$ cat src/hdl/lcps_pkg.sv
// constants, request codes and result beat type for the led cube scan unit
// no dependencies
package lcps_pkg;

   localparam int LEDS_PER_PLANE = 64;
   localparam int PWM_STEPS      = 32;
   localparam int MAX_PLANES     = 8;

   localparam int STEP_W  = 5;
   localparam int PLANE_W = 3;
   localparam int LEVEL_W = 5;
   localparam int INDEX_W = 6;
   localparam int COUNT_W = 4;
   localparam int MASK_W  = 64;

   localparam logic [1:0] REQ_WRITE  = 2'd0;
   localparam logic [1:0] REQ_COMMIT = 2'd1;
   localparam logic [1:0] REQ_TICK   = 2'd2;

   localparam logic [COUNT_W-1:0] PLANE_COUNT_RESET = COUNT_W'(MAX_PLANES);

   typedef struct packed {
      logic                accepted;
      logic [MASK_W-1:0]   led_mask;
      logic [STEP_W-1:0]   pwm_step;
      logic [PLANE_W-1:0]  plane_index;
      logic                plane_latch;
      logic                plane_shift_valid;
      logic                plane_shift_bit;
      logic                underrun;
   } rsp_type;

endpackage

$ cat src/hdl/led_cube_pwm_scan_unit.sv
// led cube pwm scan unit: double-buffered level banks, pwm step and plane scan
// depends on lcps_pkg
//
// usage
//   req channel (req_valid/req_ready): one beat is a request: write a 5-bit
//   level for one led into the back bank, commit the back bank, or a pwm tick.
//   rsp channel (rsp_valid/rsp_ready): exactly one result beat per request,
//   in request order. writes and commits report only rsp_accepted; a tick
//   reports the led mask for the new step, the step, plane and scan strobes.
//   csr channel (csr_valid/csr_ready): writes plane_count; always ready.
//   the user must write it only while no request is in flight; the block does not enforce this.
// result path and throughput
//   results are registered in the output register, or the skid register while
//   the output is held; one request per cycle is sustained while results are taken;
//   the 64 level compares and counter updates sit between the banks and those registers.
// stall
//   a two-entry result queue (output register plus skid register) lets a
//   request be taken while a result waits; req_ready drops only while the
//   skid register is full.
// reset
//   synchronous, active high: both banks clear to zero, step, plane, bank
//   select and pending flag clear, plane_count returns to 8, queue empties.
module led_cube_pwm_scan_unit (
   input  logic                          clock,
   input  logic                          reset,
   // request channel
   input  logic                          req_valid,
   output logic                          req_ready,
   input  logic [1:0]                    req_type,
   input  logic [lcps_pkg::INDEX_W-1:0]  req_led_index,
   input  logic [lcps_pkg::LEVEL_W-1:0]  req_level,
   // result channel
   output logic                          rsp_valid,
   input  logic                          rsp_ready,
   output logic                          rsp_accepted,
   output logic [lcps_pkg::MASK_W-1:0]   rsp_led_mask,
   output logic [lcps_pkg::STEP_W-1:0]   rsp_pwm_step,
   output logic [lcps_pkg::PLANE_W-1:0]  rsp_plane_index,
   output logic                          rsp_plane_latch,
   output logic                          rsp_plane_shift_valid,
   output logic                          rsp_plane_shift_bit,
   output logic                          rsp_underrun,
   // configuration channel
   input  logic                          csr_valid,
   output logic                          csr_ready,
   input  logic [lcps_pkg::COUNT_W-1:0]  csr_plane_count
);

   // level banks: bank b, led i; each led's comparator reads its front-bank entry
   logic [lcps_pkg::LEVEL_W-1:0] level_ff [2][lcps_pkg::LEDS_PER_PLANE];

   logic                         front_sel_ff, front_sel_in;
   logic                         pending_ff, pending_in;
   logic [lcps_pkg::STEP_W-1:0]  step_ff, step_in;
   logic [lcps_pkg::PLANE_W-1:0] plane_ff, plane_in;
   logic [lcps_pkg::COUNT_W-1:0] plane_count_ff;

   // result queue
   lcps_pkg::rsp_type out_ff, out_in, skid_ff, skid_in, result;
   logic              out_valid_ff, out_valid_in;
   logic              skid_valid_ff, skid_valid_in;

   logic                         req_fire;
   logic                         out_fire;
   logic                         wr_en;
   logic                         wrap;
   logic [lcps_pkg::STEP_W-1:0]  step_next;
   logic [lcps_pkg::COUNT_W-1:0] eff_planes;
   logic [lcps_pkg::COUNT_W-1:0] plane_inc;
   logic [lcps_pkg::MASK_W-1:0]  mask;

   assign req_ready = !skid_valid_ff;
   assign csr_ready = 1'b1;
   assign req_fire  = req_valid && req_ready;
   assign out_fire  = out_valid_ff && rsp_ready;

   // step and plane arithmetic
   assign wrap      = (step_ff == lcps_pkg::STEP_W'(lcps_pkg::PWM_STEPS - 1));
   assign step_next = wrap ? '0 : step_ff + 1'b1;
   assign plane_inc = {1'b0, plane_ff} + 1'b1;

   // zero acts as one plane, anything above the maximum as the maximum
   always_comb begin
      if (plane_count_ff == '0) begin
         eff_planes = lcps_pkg::COUNT_W'(1);
      end else if (plane_count_ff > lcps_pkg::COUNT_W'(lcps_pkg::MAX_PLANES)) begin
         eff_planes = lcps_pkg::COUNT_W'(lcps_pkg::MAX_PLANES);
      end else begin
         eff_planes = plane_count_ff;
      end
   end

   // mask for the new step; at step zero every led is on, so the bank
   // swap on wrap never changes the mask and the current front bank serves
   always_comb begin
      mask = '0;
      for (int i = 0; i < lcps_pkg::LEDS_PER_PLANE; i++) begin
         mask[i] = (level_ff[front_sel_ff][i] >= step_next);
      end
   end

   // one request against the current state
   always_comb begin
      result       = '0;
      front_sel_in = front_sel_ff;
      pending_in   = pending_ff;
      step_in      = step_ff;
      plane_in     = plane_ff;
      wr_en        = 1'b0;
      case (req_type)
         lcps_pkg::REQ_WRITE: begin
            if (!pending_ff && (int'(req_led_index) < lcps_pkg::LEDS_PER_PLANE)) begin
               wr_en           = 1'b1;
               result.accepted = 1'b1;
            end
         end
         lcps_pkg::REQ_COMMIT: begin
            if (!pending_ff) begin
               pending_in      = 1'b1;
               result.accepted = 1'b1;
            end
         end
         lcps_pkg::REQ_TICK: begin
            result.accepted    = 1'b1;
            result.plane_latch = (step_ff == '0);
            step_in            = step_next;
            if (wrap) begin
               // swap banks if a frame is ready, else flag the underrun
               if (pending_ff) begin
                  front_sel_in = !front_sel_ff;
               end else begin
                  result.underrun = 1'b1;
               end
               pending_in = 1'b0;
               plane_in   = (plane_inc >= eff_planes) ? '0
                                                      : plane_inc[lcps_pkg::PLANE_W-1:0];
               result.plane_shift_valid = 1'b1;
               // walking zero: a zero enters when leaving plane 0
               result.plane_shift_bit   = (plane_ff != '0);
            end
            result.led_mask    = mask;
            result.pwm_step    = step_next;
            result.plane_index = plane_in;
         end
         default: begin
            result = '0;
         end
      endcase
   end

   // result queue steering: output slot refills from skid first
   always_comb begin
      out_in        = out_ff;
      skid_in       = skid_ff;
      out_valid_in  = out_valid_ff;
      skid_valid_in = skid_valid_ff;
      if (out_fire || !out_valid_ff) begin
         if (skid_valid_ff) begin
            out_in = skid_ff;
         end else begin
            out_in = result;
         end
         out_valid_in  = skid_valid_ff || req_fire;
         skid_valid_in = 1'b0;
      end else if (req_fire) begin
         skid_in       = result;
         skid_valid_in = 1'b1;
      end
   end

   // control state and banks
   always_ff @(posedge clock) begin
      if (reset) begin
         front_sel_ff   <= 1'b0;
         pending_ff     <= 1'b0;
         step_ff        <= '0;
         plane_ff       <= '0;
         plane_count_ff <= lcps_pkg::PLANE_COUNT_RESET;
         out_valid_ff   <= 1'b0;
         skid_valid_ff  <= 1'b0;
         for (int b = 0; b < 2; b++) begin
            for (int i = 0; i < lcps_pkg::LEDS_PER_PLANE; i++) begin
               level_ff[b][i] <= '0;
            end
         end
      end else begin
         out_valid_ff  <= out_valid_in;
         skid_valid_ff <= skid_valid_in;
         if (csr_valid && csr_ready) begin
            plane_count_ff <= csr_plane_count;
         end
         if (req_fire) begin
            front_sel_ff <= front_sel_in;
            pending_ff   <= pending_in;
            step_ff      <= step_in;
            plane_ff     <= plane_in;
            if (wr_en) begin
               // back bank is the one not being displayed
               level_ff[!front_sel_ff][req_led_index] <= req_level;
            end
         end
      end
   end

   // queue payload
   always_ff @(posedge clock) begin
      out_ff  <= out_in;
      skid_ff <= skid_in;
   end

   assign rsp_valid             = out_valid_ff;
   assign rsp_accepted          = out_ff.accepted;
   assign rsp_led_mask          = out_ff.led_mask;
   assign rsp_pwm_step          = out_ff.pwm_step;
   assign rsp_plane_index       = out_ff.plane_index;
   assign rsp_plane_latch       = out_ff.plane_latch;
   assign rsp_plane_shift_valid = out_ff.plane_shift_valid;
   assign rsp_plane_shift_bit   = out_ff.plane_shift_bit;
   assign rsp_underrun          = out_ff.underrun;

endmodule

$ cat config.mk
export PLATFORM = sky130hd
export DESIGN_NAME = led_cube_pwm_scan_unit
export DESIGN_NICKNAME = d
export VERILOG_FILES = /design/src/hdl/lcps_pkg.sv /design/src/hdl/led_cube_pwm_scan_unit.sv
export SDC_FILE = /design/constraint.sdc
export NUM_CORES = 1
export LEC_CHECK = 0
export BUFFER_PORTS_ARGS = -buffer_cell sky130_fd_sc_hd__buf_2
export CAP_MARGIN = 30
export CORE_MARGIN = 2
export CORE_UTILIZATION = 48
export CTS_CLUSTER_DIAMETER = 100
export DETAILED_ROUTE_END_ITERATION = 7
export SETUP_SLACK_MARGIN = 0.4
export SYNTH_ARGS = -nofsm -noshare
export SYNTH_HDL_FRONTEND = slang
export SYNTH_SLANG_ARGS = --single-unit
$ cat constraint.sdc
create_clock -name clock -period 16.3 [get_ports clock]
set_input_delay 2.445 -clock clock [delete_from_list [all_inputs] [get_ports clock]]
set_output_delay 2.445 -clock clock [all_outputs]
set_load 0.05 [all_outputs]
==> impl_metrics.yaml <==
status:
  outcome: "completed"
sta:
  whs_ns: 0.4838
  timing.final.ws_setup_ns: 11.27
  worst_pin_slew_ns: 1.164
  period_needed_ns: 5.030
  relSlewSlack: 0.2239
  slew_violations: 0
  finalSetupTns_ns: 0
  hold_viol: 0
  rsz0062_at_grt: "no"
  finalClockSkew_ns: 0.02314
  fin_crit_sh: 0.3086
  clock.fmax_mhz: 198.8
  finalSetupViolCount: 0
logic_synthesis:
  syn_inst: 3170
  synth-seq-cells: 811
  yosys.area.top_type: "edfxtp_1"
  synthFlopType: "edfxtp_1"
  ys_seq_area_frac: 0.5903
  synth_common_cells: "edfxtp_1, ha_1, a21oi_1"
  synth_cell_types: 55
  netlist_top_cells_area: "edfxtp_1, ha_1, mux2_2"
  synth_edf_count: 794
  syn-num-nets: 3521
  synth_area_sq_um: 40970
  yosysWarnings: 0
  synth-async-reset-ratio: 0
  yosysMostFrequentCell: "edfxtp_1"
  syn_area_per_cell_sq_um: 12.92
  yosys.area.top_type_share: 0.5820
routing:
  vias: 25865
  wl_mm: 112.1
  vias_per_cell: 5.843
  drc_errors: 0
  wl_per_cell_microns: 25.33
  drt_pass1_iterations: 6
  antenna_left: 0
  drt-initial-drc-count: 2028
cells_and_area:
  fin_nets: 3564
  final_util: 0.5384
  drive_gt1_frac: 0.1836
  syn_to_final_growth_pct: 11.55
  filler_cell_count: 7041
die:
  die_y_microns: 296.1
  dieArea_sq_um: 87700
  coreArea_sq_um: 84880
  fp-row-count: 107
  die_x_microns: 296.1
  num_io_pins: 102
  initial_core_util: 0.4826
global_route:
  busiest_layer: "met2"
  grtUsageMet3: 0.04040
  gr-total-overflow: 0
  grt_antenna_before_repair: 4
  grt_pass1_wl_mm: 163.2
  gr-usage-met2: 0.4221
  grt_max_degree: 260
  grt_use_total: 0.2560
  use_met1: 0.3455
  grt_pass1_vias: 25569
worst_setup_path:
  end_kind: "flop"
  r2r_end: "rsp_led_mask[47]"
  crit_type: "input port to flop"
  cp_slowest_stage_delay_ns: 0.90
  worstSetupStartpointType: "input port"
  rrSetupSlack_ns: 12.27
  crit_required_ns: 16.57
  reg2reg_from: "step_ff[0]"
  worst-path-buf-inv: 1
  rr_worst_depth: 11
  worstPathCellList: "buf_2 > nor4_4 > nand3_2 > o21ai_0"
  critPathTopFamily: "simple AND/OR/NAND/NOR gates"
  crit_arrival_ns: 5.30
  crit_fanout: 16
  cp_slowest_cell: "nand3_2"
worst_hold_path:
  holdCritPathClass: "flop to flop"
  holdCritStartpoint: "step_ff[4]"
  hold_depth: 2
  worst_hold_path.endpoint: "step_ff[4]"
clocking:
  path_clk_slew_ns: 0.06
  postCtsHoldBufs: 0
  cts_buffers: 88
  cts_buffer_depth: 3
  cts_tree: "done"
  postCtsSetupBuffers: 0
  htree_levels: 3
  root_buffer: "clkbuf_16"
  cts_resized: 0
  cts_sinks: 811
  clk_latency_ns: 0.64
power_and_ir_drop:
  p_leak_uw: 0.01764
  p_per_area_nw_per_um2: 108.0
  ir_drop_v: 0.00006706
place:
  post-place-ws_ns: 10.62
  port_buffers: 100
  dp_hpwl_mm: 61.87
  place.gp.congestion: 0.8102
flow_run:
  cap_violations: 0
## power breakdown
part,switching (uW),internal (uW)
Sequential,29.2,2390
Clock,832,1300
Combinational,279,111
Total,1140,3790
## per-layer routing
metal	wire length, microns	vias to the layer above	part of all wire
met5	34	-	0.00030
met4	3427	6	0.031
met3	7220	185	0.064
met2	52820	840	0.47
met1	48620	12978	0.43
li1	-	11856	-
## worst max-delay path by stage
| stage | from | depth (start not counted) | slack [ns] | to |
|---|---|---|---|---|
| 2_1_floorplan | rsp_ready | 2 | 8.04 | skid_ff[0] |
| 3_3_place_gp | req_type[1] | 4 | 10.85 | level_ff[0][150] |
| 3_5_place_dp | req_type[1] | 4 | 10.62 | level_ff[0][109] |
| 4_1_cts | req_type[1] | 4 | 11.36 | level_ff[0][31] |
| 5_1_grt | req_type[1] | 4 | 11.11 | level_ff[0][273] |
| 6_report | req_type[1] | 4 | 11.27 | level_ff[0][107] |
## metrics by stage
stage	cells	cell area, sq um	total power, uW
after global placement	4259	42470	2829
after floorplan	3170	40970	2713
after CTS	4421	45640	4965
after global routing	4424	45690	5078
final	4427	45700	4933
after detailed placement	4265	42610	2847
## cells in the final DEF, fill, tap and decap left out, types with 10 or more instances in the layout
master and instances:
edfxtp_1 794, and2_1 259, o21ai_0 168, mux2_2 259
and3_1 140, a21o_1 14, nor2_1 113, ha_1 329
nand2_1 229, bufinv_16 19, nand2b_1 67, o21a_1 64
a21oi_1 268, buf_4 34, clkinv_1 15, clkbuf_1 10
nor3_2 10, nand3_1 72, clkbuf_16 89, or2_2 15
buf_2 100, mux2i_1 68, dfxtp_1 15, inv_1 10
clkinv_2 17
## sequential cells by signal (all words and copies together) (netlist names), 3 cells and up, named ones only
signal and cells:
plane_count_ff 4, rsp_led_mask 64, rsp_plane_index 3, step_ff 5, plane_ff 3, rsp_pwm_step 5
level_ff 640, skid_ff 77
## worst reg2reg max path, delay by kind of cell (launching register included)
kind	cells	cell delay [ns]
buf+inv	2	1.32
simple gates	3	0.44
flops	1	0.38
compound gates	3	0.62
fa+ha+maj	3	0.94
## kinds of logic after synthesis
family	Yosys count	synth area share
adder cells (fa/ha/maj)	329	0.1005
multiplexers	327	0.08781
flip-flops	811	0.5903
AO/OA/AOI/OAI	536	0.07138
other	1	0.00009154
buffers and inverters	205	0.02230
XOR/XNOR	4	0.0008554
AND/OR/NAND/NOR	957	0.1268
## area by class of cell
cell class	count	area, sq um	share of cell area
inverter	14	57.56	0.001259
antenna	4	10.01	0.0002190
timing repair buffer	144	980.9	0.02147
sequential	811	24190	0.5294
tap	1144	1431	0.03132
clock inverter	57	765.7	0.01676
clock buffer	99	2265	0.04956
multi-input combinational	2154	16000	0.3501
Power figures use the tool's default switching activity.
